`config.mk`:
```
export PLATFORM = sky130hd
export DESIGN_NAME = nhstl_fnv
export DESIGN_NICKNAME = d
export VERILOG_FILES = /design/src/hdl/name_hash_sorted_table_lookup_defines.svh /design/src/hdl/nhstl_pkg.sv /design/src/hdl/nhstl_fnv.sv
export SDC_FILE = /design/constraint.sdc
export NUM_CORES = 1
export LEC_CHECK = 0
export BUFFER_PORTS_ARGS = -buffer_cell sky130_fd_sc_hd__buf_4
export CORE_MARGIN = 2
export CORE_UTILIZATION = 30
export CTS_CLUSTER_SIZE = 10
export DETAILED_ROUTE_END_ITERATION = 8
export SYNTH_ARGS = -nofsm -noshare
export SYNTH_HDL_FRONTEND = slang
export SYNTH_SLANG_ARGS = --single-unit
```
`constraint.sdc`:
```
create_clock -name clk -period 7.9 [get_ports clk]
set_input_delay 1.58 -clock clk [delete_from_list [all_inputs] [get_ports clk]]
set_output_delay 1.58 -clock clk [all_outputs]
set_load 0.05 [all_outputs]
```
`src/hdl/name_hash_sorted_table_lookup_defines.svh`:
```
// assertion macros shared by the table lookup block
`ifndef NAME_HASH_SORTED_TABLE_LOOKUP_DEFINES_SVH
`define NAME_HASH_SORTED_TABLE_LOOKUP_DEFINES_SVH

`ifndef SYNTH
`define NHSTL_ASSERT_SAME(lbl, ante, cons) \
	lbl: assert property (@(posedge clk) disable iff (!arst_n) (ante) |-> (cons)) \
		else $error("nhstl same-cycle check failed");
`define NHSTL_ASSERT_NEXT(lbl, ante, cons) \
	lbl: assert property (@(posedge clk) disable iff (!arst_n) (ante) |=> (cons)) \
		else $error("nhstl next-cycle check failed");
`else
`define NHSTL_ASSERT_SAME(lbl, ante, cons)
`define NHSTL_ASSERT_NEXT(lbl, ante, cons)
`endif

`endif

```
`src/hdl/nhstl_pkg.sv`:
```
package nhstl_pkg;

	localparam int unsigned ENTRY_W = 128;

	localparam logic [63:0] FNV_BASIS = 64'hCBF2_9CE4_8422_2325;
	// multiplier is 2^40 + 0x1b3, so only the low part needs a real product
	localparam logic [63:0] FNV_MULT_LO = 64'h0000_0000_0000_01B3;
	localparam int unsigned FNV_MULT_SHIFT = 40;

	localparam logic [31:0] LEN_MIN = 32'd16;
	localparam logic [31:0] LEN_MAX = 32'd1048576;

	localparam logic [1:0] CMD_LOAD  = 2'd0;
	localparam logic [1:0] CMD_BYTE  = 2'd1;
	localparam logic [1:0] CMD_CLEAR = 2'd2;

	localparam logic [2:0] STAT_OK        = 3'd0;
	localparam logic [2:0] STAT_ORDER     = 3'd1;
	localparam logic [2:0] STAT_OFFSET    = 3'd2;
	localparam logic [2:0] STAT_FULL      = 3'd3;
	localparam logic [2:0] STAT_NOT_FOUND = 3'd4;
	localparam logic [2:0] STAT_BAD_LEN   = 3'd5;
	localparam logic [2:0] STAT_EMPTY     = 3'd6;

	typedef enum logic [1:0] {
		ST_IDLE,
		ST_READ,
		ST_CMP
	} state_t;

	typedef struct packed {
		logic step;
		logic last;
	} fnv_ctl_t;

endpackage

```
`src/hdl/nhstl_fnv.sv`:
```
module nhstl_fnv (
	input  logic                clk,
	input  logic                arst_n,
	input  nhstl_pkg::fnv_ctl_t ctl,
	input  logic [7:0]          name_byte,
	output logic [63:0]         digest_next
);

	logic [63:0] digest_q;
	logic [7:0]  folded;
	logic [63:0] mixed;

	// fold ascii upper case to lower case
	always_comb begin
		folded = name_byte;
		if (name_byte >= 8'h41 && name_byte <= 8'h5A) begin
			folded = name_byte + 8'h20;
		end
	end

	assign mixed = digest_q ^ {56'd0, folded};
	assign digest_next = (mixed << nhstl_pkg::FNV_MULT_SHIFT)
		+ (mixed * nhstl_pkg::FNV_MULT_LO);

	always_ff @(posedge clk or negedge arst_n) begin
		if (!arst_n) begin
			digest_q <= nhstl_pkg::FNV_BASIS;
		end else if (ctl.step) begin
			digest_q <= ctl.last ? nhstl_pkg::FNV_BASIS : digest_next;
		end
	end

endmodule

```
==> out/metrics.yaml, run 1 <==
ys_top_cells_by_count: "327 x inv_1, 237 x fa_1, 181 x ha_1"
syn_inst: 1421
hold_violations: 0
syn_nets: 1851
grt_max_degree: 65
synthFlopType: "dfrtp_1"
first_pass_iters: 5
avgRoutedWirePerCell_um: 19.62
antenna_cells: 0
synth_area_leaders: "fa_1 34%, ha_1 16%, inv_1 8.9%"
crit_top_cell: "ha_4"
ys_types: 71
design.die.area_mm2: 0.04787
core-area_mm2: 0.04548
drive_gt1_share_pct: 32.13
fin_crit_ns: 8.965
root_buffer: "clkbuf_16"
violations: "negative setup slack"
area_growth_pct: 40.96
path_class: "input port to output port"
cts_sinks: 64
slew_headroom_pct: 35.32
cp-end-kind: "output port"
cp-endpoint: "digest_next[55]"
grtUsageTotal_pct: 20.09
crit_fanout: 4
dr.first_iter.drc_count: 665
fin_nets: 2112
netlist.top_cell.by_area: "fa_1"
maxCapViolCount: 0
synth_seq_cells: 64
ff2ff_path_depth: 18
syn_area_mm2: 0.01384
rsz0062_at_grt: "yes"
worst_slack_ns: -1.065
top_register: "digest_q"
crit_start: "name_byte[0]"
fp-row-count: 78
via_per_inst: 4.922
critPathLaunchType: "input port"
postRouteAntennaNets: 0
clock-skew-final_ns: 0.01531
drc: 0
die_w_um: 218.8
cp.required_ns: 6.32
arrival_ns: 7.38
reg2reg_from: "digest_q[36]"
wirelength_um: 44880
fp.dieH_um: 218.8
max_stage_delay_ns: 0.54
worst_slew_pin_slew_ns: 0.9702
final.setup.tns_ns: -35.53
slew_viol_final: 0
ioPinCount: 76
fmax_ghz: 0.1116
ys_seq_area_share_pct: 11.82
vias: 11260
synth_edf_count: 0
gp_congestion: 0.9660
cts_buffer_depth: 2
path_clk_slew_ns: 0.06
top_regs: "digest_q: 64 flops"
grt-ovfl-total: 0
synth_warnings: 0
synth.avg_cell_area_um2: 9.740
largest_reg_flops: 64
hold_path.class: "register to register"
status: "finished, violations left"
htree_levels: 3
fin_crit_sh_pct: 113.5
synth_top_area_share_pct: 34.28
r2r-end: "digest_q[61]"
dp_hpwl_um: 37560
finalSetupViolCount: 53
antenna_found_initial: 0
cts_tree: "yes"
clk_latency_ns: 0.39
min_path_cells: 2
reg2reg_slack_ns: 1.68
grt_pass1_wl_um: 72360
synth_most_common_cell: "inv_1"
cts_buffers: 9
synthArstFlopShare_pct: 100.0
grt_pass1_vias: 12750
start_util_pct: 30.43
portBuffers: 75
critical-path-slowest-cell: "or4_4"
==> timing repair <==
item / CTS / global route
pin swaps: 107 / 22
endpoints found under the setup margin: 54 / 54
hold buffers: 0 / 0
resized for setup: 238 / 27
cloned: 0 / 0
setup buffers: 51 / 10
==> logic make-up (layout without fill, tap and decap cells) <==
| family | Yosys count | in the layout | share of synthesized area [%] |
|---|---|---|---|
| fa+ha+maj | 418 | 418 | 50.64 |
| buf+inv | 367 | 633 | 10.22 |
| compound gates | 288 | 288 | 14.78 |
| simple gates | 192 | 192 | 6.708 |
| xor+xnor | 92 | 92 | 5.822 |
| flops | 64 | 64 | 11.82 |
==> per-layer routing <==
| layer | vias up | GRT usage [%] | wire length [um] |
|---|---|---|---|
| met2 | 232 | 34.48 | 22250 |
| li1 | 5126 | - | - |
| met4 | 0 | 6.959 | 1247 |
| met5 | - | 0 | 0 |
| met3 | 57 | 2.467 | 1614 |
| met1 | 5841 | 26.12 | 19770 |
==> final cells by class <==
type                            count  area, um^2
Clock buffer                       14       284.0
Timing Repair Buffer              289        2634
Fill cell                        4340       25970
Sequential cell                    64        1637
Multi-Input combinational cell    990       12910
Tap cell                          600       750.7
Clock inverter                      2       60.06
Inverter                          328        1231
==> per-stage QoR <==
stage | cells | setup WS [ns] | hold WS (ns) | util, % | area (um^2)
global route | 2287 | -1.247 | 0.5428 | 42.90 | 19510
CTS | 2278 | -1.008 | 0.5196 | 42.49 | 19320
floorplan | 1421 | -0.6790 | 0.4878 | - | 15070
detailed placement | 2222 | -1.367 | 0.5079 | 38.41 | 17470
finish | 2287 | -1.065 | 0.5160 | 42.90 | 19510
global placement | 2222 | -1.291 | 0.5036 | 38.41 | 17470
==> how the worst min path moves through the flow <==
stage                 startpoint           end  slack, ns
global route        digest_q[63]  digest_q[63]       0.54
finish               digest_q[2]   digest_q[2]       0.52
floorplan            digest_q[2]   digest_q[2]       0.49
detailed placement   digest_q[5]   digest_q[5]       0.51
global placement     digest_q[2]   digest_q[2]       0.50
CTS                  digest_q[5]   digest_q[5]       0.52
==> critical path, delay by kind of cell <==
kind / cells / cell delay, ns
fa+ha+maj: 6 / 2.31
compound gates: 8 / 1.61
simple gates: 4 / 0.94
buf+inv: 6 / 0.63
xor+xnor: 2 / 0.30
==> layout by cell type, fill, tap and decap left out, drive strengths merged, types with 5 or more instances in the layout <==
master and count:
a211oi 10, a21o 44, a21oi 73, a22o 31, a31oi 10, and2 6
and3 12, buf 289, clkbuf 14, dfrtp 36, dfstp 28, fa 237
ha 181, inv 328, nand2 60, nand3 13, nand3b 6, nand4 11
nor2 54, nor2b 5, nor3 7, o211ai 5, o21a 7, o21ai 40
o21bai 12, o22a 21, o22ai 5, o31ai 5, xnor2 52, xor2 40
Power of run 1 is left out: the tool's default activity adds up to more than one toggle a clock period on the data nets, which glitch-free logic cannot reach.
==> inputs of run 2 (changes only) <==
Clock period 7.9 ns to 8.82 ns, I/O delays scaled along.
==> run 2 against run 1 <==
  * The run still ends with negative setup slack left
  * Die area stayed put
  * Worst hold slack got worse by 0.0019 ns
  * Clock skew shrank 0.0045 ns
  * Cell area fell by 4.6%
  * Clock-buffer cell count is 4 lower
  * Register-to-register slack improved by 0.75 ns
  * Setup slack better by 0.57 ns
  * Sequential share of layout area increased by 0.41 points
==> out/metrics.yaml, run 2 (synthesized netlist as in run 1, its figures left out) <==
status: "finished, violations left"
violations: "negative setup slack"
area_growth_pct: 34.42
path_clk_slew_ns: 0.06
mostFrequentLayoutCells: "319 x inv_1, 233 x fa_1, 186 x buf_4, 154 x ha_1, 60 x buf_6"
top_regs: "digest_q: 64 flops"
worst_slew_pin_slew_ns: 0.9790
fmax_ghz: 0.1074
root_buffer: "clkbuf_16"
fp.dieH_um: 218.8
cp.required_ns: 7.06
drive_gt1_share_pct: 29.43
grt_max_degree: 65
hold_path.class: "register to register"
slew_viol_final: 0
cts_tree: "yes"
path_class: "input port to output port"
stdcell_count: 2258
clock-skew-final_ns: 0.01085
htree_levels: 3
fin_nets: 2083
fin_area_mm2: 0.01861
clk_latency_ns: 0.37
grt_pass1_vias: 12300
critPathLaunchType: "input port"
via_per_inst: 4.904
gp_congestion: 0.9571
first_pass_iters: 7
largest_reg_flops: 64
final_common_cell: "inv_1"
avgRoutedWirePerCell_um: 19.68
maxCapViolCount: 0
portBuffers: 75
ioPinCount: 76
die_w_um: 218.8
cp-end-kind: "output port"
placedCellCount: 2209
num-fill-cells: 4361
rsz0062_at_grt: "yes"
slew_headroom_pct: 34.64
grt-ovfl-total: 0
finalSetupViolCount: 41
dr.first_iter.drc_count: 665
arrival_ns: 7.55
cts_buffer_depth: 2
fin_crit_sh_pct: 105.6
crit_fanout: 7
fin_util_pct: 40.91
dp_hpwl_um: 37060
postRouteAntennaNets: 0
hold_violations: 0
vias: 11070
worst_slack_ns: -0.4900
wirelength_um: 44440
antenna_cells: 0
grt_pass1_wl_um: 70550
cts_buffers: 9
antenna_found_initial: 0
place_area_mm2: 0.01661
fp-row-count: 78
top_register: "digest_q"
grtUsageTotal_pct: 19.51
fin_crit_ns: 9.310
drc: 0
core-area_mm2: 0.04548
start_util_pct: 30.43
cts_sinks: 64
design.die.area_mm2: 0.04787
## run 2: cell count changes in the layout (fill, tap and decap cells not counted), moves of 6 or more
cell     before  now
buf_6        93   60
xor2_4       21   11
xnor2_1      15   23
xnor2_4      24   16
o21ai_4      11    5
xor2_2        2    8
## run 2: final timing paths
path	from	to	slack (ns)	depth (start not counted)
min in group asynchronous	arst_n	digest_q[3]	1.50	1
setup / recovery	name_byte[0]	digest_next[63]	-0.49	27
hold reg to reg	digest_q[5]	digest_q[5]	0.51	2
max in group asynchronous	arst_n	digest_q[25]	6.68	1
hold / removal	digest_q[5]	digest_q[5]	0.51	2
setup reg to reg	digest_q[37]	digest_q[52]	2.43	20
## run 2: area by class of cell
| type | instances | area (um^2) | share of cell area (%) |
|---|---|---|---|
| multi-input cells | 990 | 12430 | 66.79 |
| repair buffers | 260 | 2287 | 12.29 |
| flip-flops and latches | 64 | 1637 | 8.796 |
| inverters | 328 | 1231 | 6.617 |
| well taps | 600 | 750.7 | 4.035 |
| clock buffers | 10 | 239.0 | 1.284 |
| clock inverters | 6 | 35.03 | 0.1883 |
## run 2: through the flow
step           setup WS, ns  hold slack [ns]  TNS (ns)
2_1_floorplan       -0.2256           0.4878   -0.6537
3_3_place_gp        -0.7773           0.5087    -24.41
3_5_place_dp        -0.8066           0.5026    -26.17
4_1_cts             -0.5270           0.5144    -12.14
5_1_grt             -0.6802           0.5263    -18.72
6_report            -0.4900           0.5141    -11.35
## run 2: critical path, cell delays in order
cell and delay, ns:
buf_8 0.10, or4_4 0.54, o22ai_4 0.14, nor4b_4 0.09
inv_2 0.07, o21ai_4 0.07, xnor2_2 0.16, ha_4 0.31
inv_2 0.04, fa_1 0.47, inv_1 0.05, fa_1 0.52
fa_1 0.47, ha_4 0.27, ha_4 0.29, and4_4 0.22
o21ai_4 0.07, a31oi_4 0.23, o2111ai_4 0.14, a2111oi_4 0.41
buf_6 0.18, o2111ai_4 0.14, a21oi_4 0.18, buf_12 0.15
a21o_4 0.15, xnor2_4 0.11, buf_8 0.16
## run 2: layer usage
metal / global-route usage [%] / routed length [um]
met5: 0 / 0
met4: 5.541 / 1055
met3: 2.495 / 1963
met2: 32.82 / 21800
met1: 26.32 / 19620
## run 2: repair_timing
action | in CTS | in global routing
setup endpoints to repair | 46 | 50
gates resized for setup | 198 | 76
pin swaps | 84 | 54
hold buffers | 0 | 0
buffers inserted | 25 | 16
Power of run 2 is left out for the same reason.
==> inputs of run 3 (changes only) <==
==> constraint.sdc (replaced) <==
create_clock -name clk -period 8.82 [get_ports clk]
set_input_delay 0.441 -clock clk [delete_from_list [all_inputs] [get_ports clk]]
set_output_delay 0.441 -clock clk [all_outputs]
set_load 0.05 [all_outputs]
==> run 3 against run 2 <==
  * Setup slack better by 1.8 ns
  * The run now ends clean
  * Non-clock buffer count decreased by 183
  * Die area unchanged
  * Critical path depth down 2
  * Worst hold slack worse by 0.35 ns
==> out/metrics.yaml, run 3 (synthesized netlist as in run 1, its figures left out) <==
maxCapViolCount: 0
cts_buffers: 9
cp.required_ns: 8.38
fin_util_pct: 33.61
wirelength_um: 41700
die_w_um: 218.8
cts_setup_buffers: 0
grt-ovfl-total: 0
dr.first_iter.drc_count: 689
fin_crit_sh_pct: 84.82
clk_latency_ns: 0.38
core-area_mm2: 0.04548
htree_levels: 3
avgRoutedWirePerCell_um: 20.10
rsz0062_at_grt: "no"
ioPinCount: 76
status: "completed"
slew_headroom_pct: 28.29
cts_sinks: 64
critical-path-slowest-cell: "or4_1"
antenna_found_initial: 0
root_buffer: "clkbuf_16"
final.setup.tns_ns: 0
design.die.area_mm2: 0.04787
cp-end-kind: "output port"
worst_slew_pin_slew_ns: 1.062
path_class: "input port to output port"
area_growth_pct: 10.43
mostFrequentLayoutCells: "327 x inv_1, 237 x fa_1, 181 x ha_1, 77 x buf_4, 71 x a21oi_1"
top_register: "digest_q"
dp_hpwl_um: 35580
hold_ws_ns: 0.1628
vias: 10340
cts_resized: 0
grt_pass1_wl_um: 65700
grt_max_degree: 65
drive_gt1_share_pct: 9.695
crit_family: "adder cells"
grtUsageTotal_pct: 18.27
hold_violations: 0
path_clk_slew_ns: 0.07
num-fill-cells: 4719
first_pass_iters: 6
largest_reg_flops: 64
clock-skew-final_ns: 0.01466
fin_nets: 1900
grt_pass1_vias: 11060
cts_tree: "yes"
slew_viol_final: 0
hold_buffers: 0
arrival_ns: 7.04
fp.dieH_um: 218.8
critPathLaunchType: "input port"
gp_congestion: 0.9394
fin_crit_ns: 7.481
drc: 0
cts_buffer_depth: 2
top_regs: "digest_q: 64 flops"
fmax_ghz: 0.1337
hold_path.class: "input port to async pin"
portBuffers: 75
final_common_cell: "inv_1"
via_per_inst: 4.981
finalSetupViolCount: 0
max_stage_delay_ns: 0.51
crit_fanout: 7
start_util_pct: 30.43
postRouteAntennaNets: 0
fp-row-count: 78
crit_buf_inv: 5
antenna_cells: 0
==> run 3: changes by cell type in the layout (fill, tap and decap cells not counted), moves of 16 or more <==
cell,previous run,this run
a21oi_1,54,71
buf_4,186,77
buf_6,60,0
ha_1,154,181
ha_4,25,0
xnor2_1,23,52
xnor2_4,16,0
xor2_1,21,40
==> run 3: final timing paths <==
check | from | end | slack (ns) | cells past startpoint
min in group clk | name_byte[0] | digest_q[0] | 0.25 | 2
hold reg to reg | digest_q[5] | digest_q[5] | 0.52 | 2
hold / removal | arst_n | digest_q[7] | 0.16 | 1
setup reg to reg | digest_q[0] | digest_q[55] | 2.58 | 16
setup / recovery | name_byte[4] | digest_next[51] | 1.34 | 25
max in group asynchronous | arst_n | digest_q[18] | 7.94 | 1
==> run 3: worst register-to-register path: stages, from the launching register on <==
cell and delay, ns:
dfstp_2 0.55, xor2_1 0.69, ha_1 0.40, fa_1 0.47
fa_1 0.52, fa_1 0.45, ha_1 0.29, ha_1 0.37
a21oi_1 0.11, or2_1 0.25, a31oi_1 0.35, o2111ai_2 0.22
a2111oi_4 0.49, o2111ai_2 0.21, a21oi_4 0.37, a211oi_1 0.16
a311oi_2 0.25
==> run 3: per-layer routing <==
| metal | track usage, % | wire (um) |
|---|---|---|
| met3 | 3.035 | 2444 |
| met5 | 0 | 0 |
| met4 | 4.977 | 895 |
| met1 | 25.37 | 18810 |
| met2 | 29.41 | 19550 |
==> run 3: stage by stage <==
stage / cell area (um^2) / instances / setup slack (ns)
finish: 15280 / 2075 / 1.339
global route: 15280 / 2075 / 0.9630
CTS: 15280 / 2075 / 1.421
global placement: 14990 / 2059 / 1.521
floorplan: 13840 / 1421 / 1.939
detailed placement: 14990 / 2059 / 1.446
==> run 3: cell type report <==
type                            instances  area, um^2  share of cell area (%)
Clock buffer                           12       246.5                   1.613
Sequential cell                        64        1637                   10.71
Timing Repair Buffer                   77       578.1                   3.782
Tap cell                              600       750.7                   4.912
Multi-Input combinational cell        990       10800                   70.64
Inverter                              328        1231                   8.055
Clock inverter                          4       45.04                  0.2947
Power of run 3 is left out for the same reason.
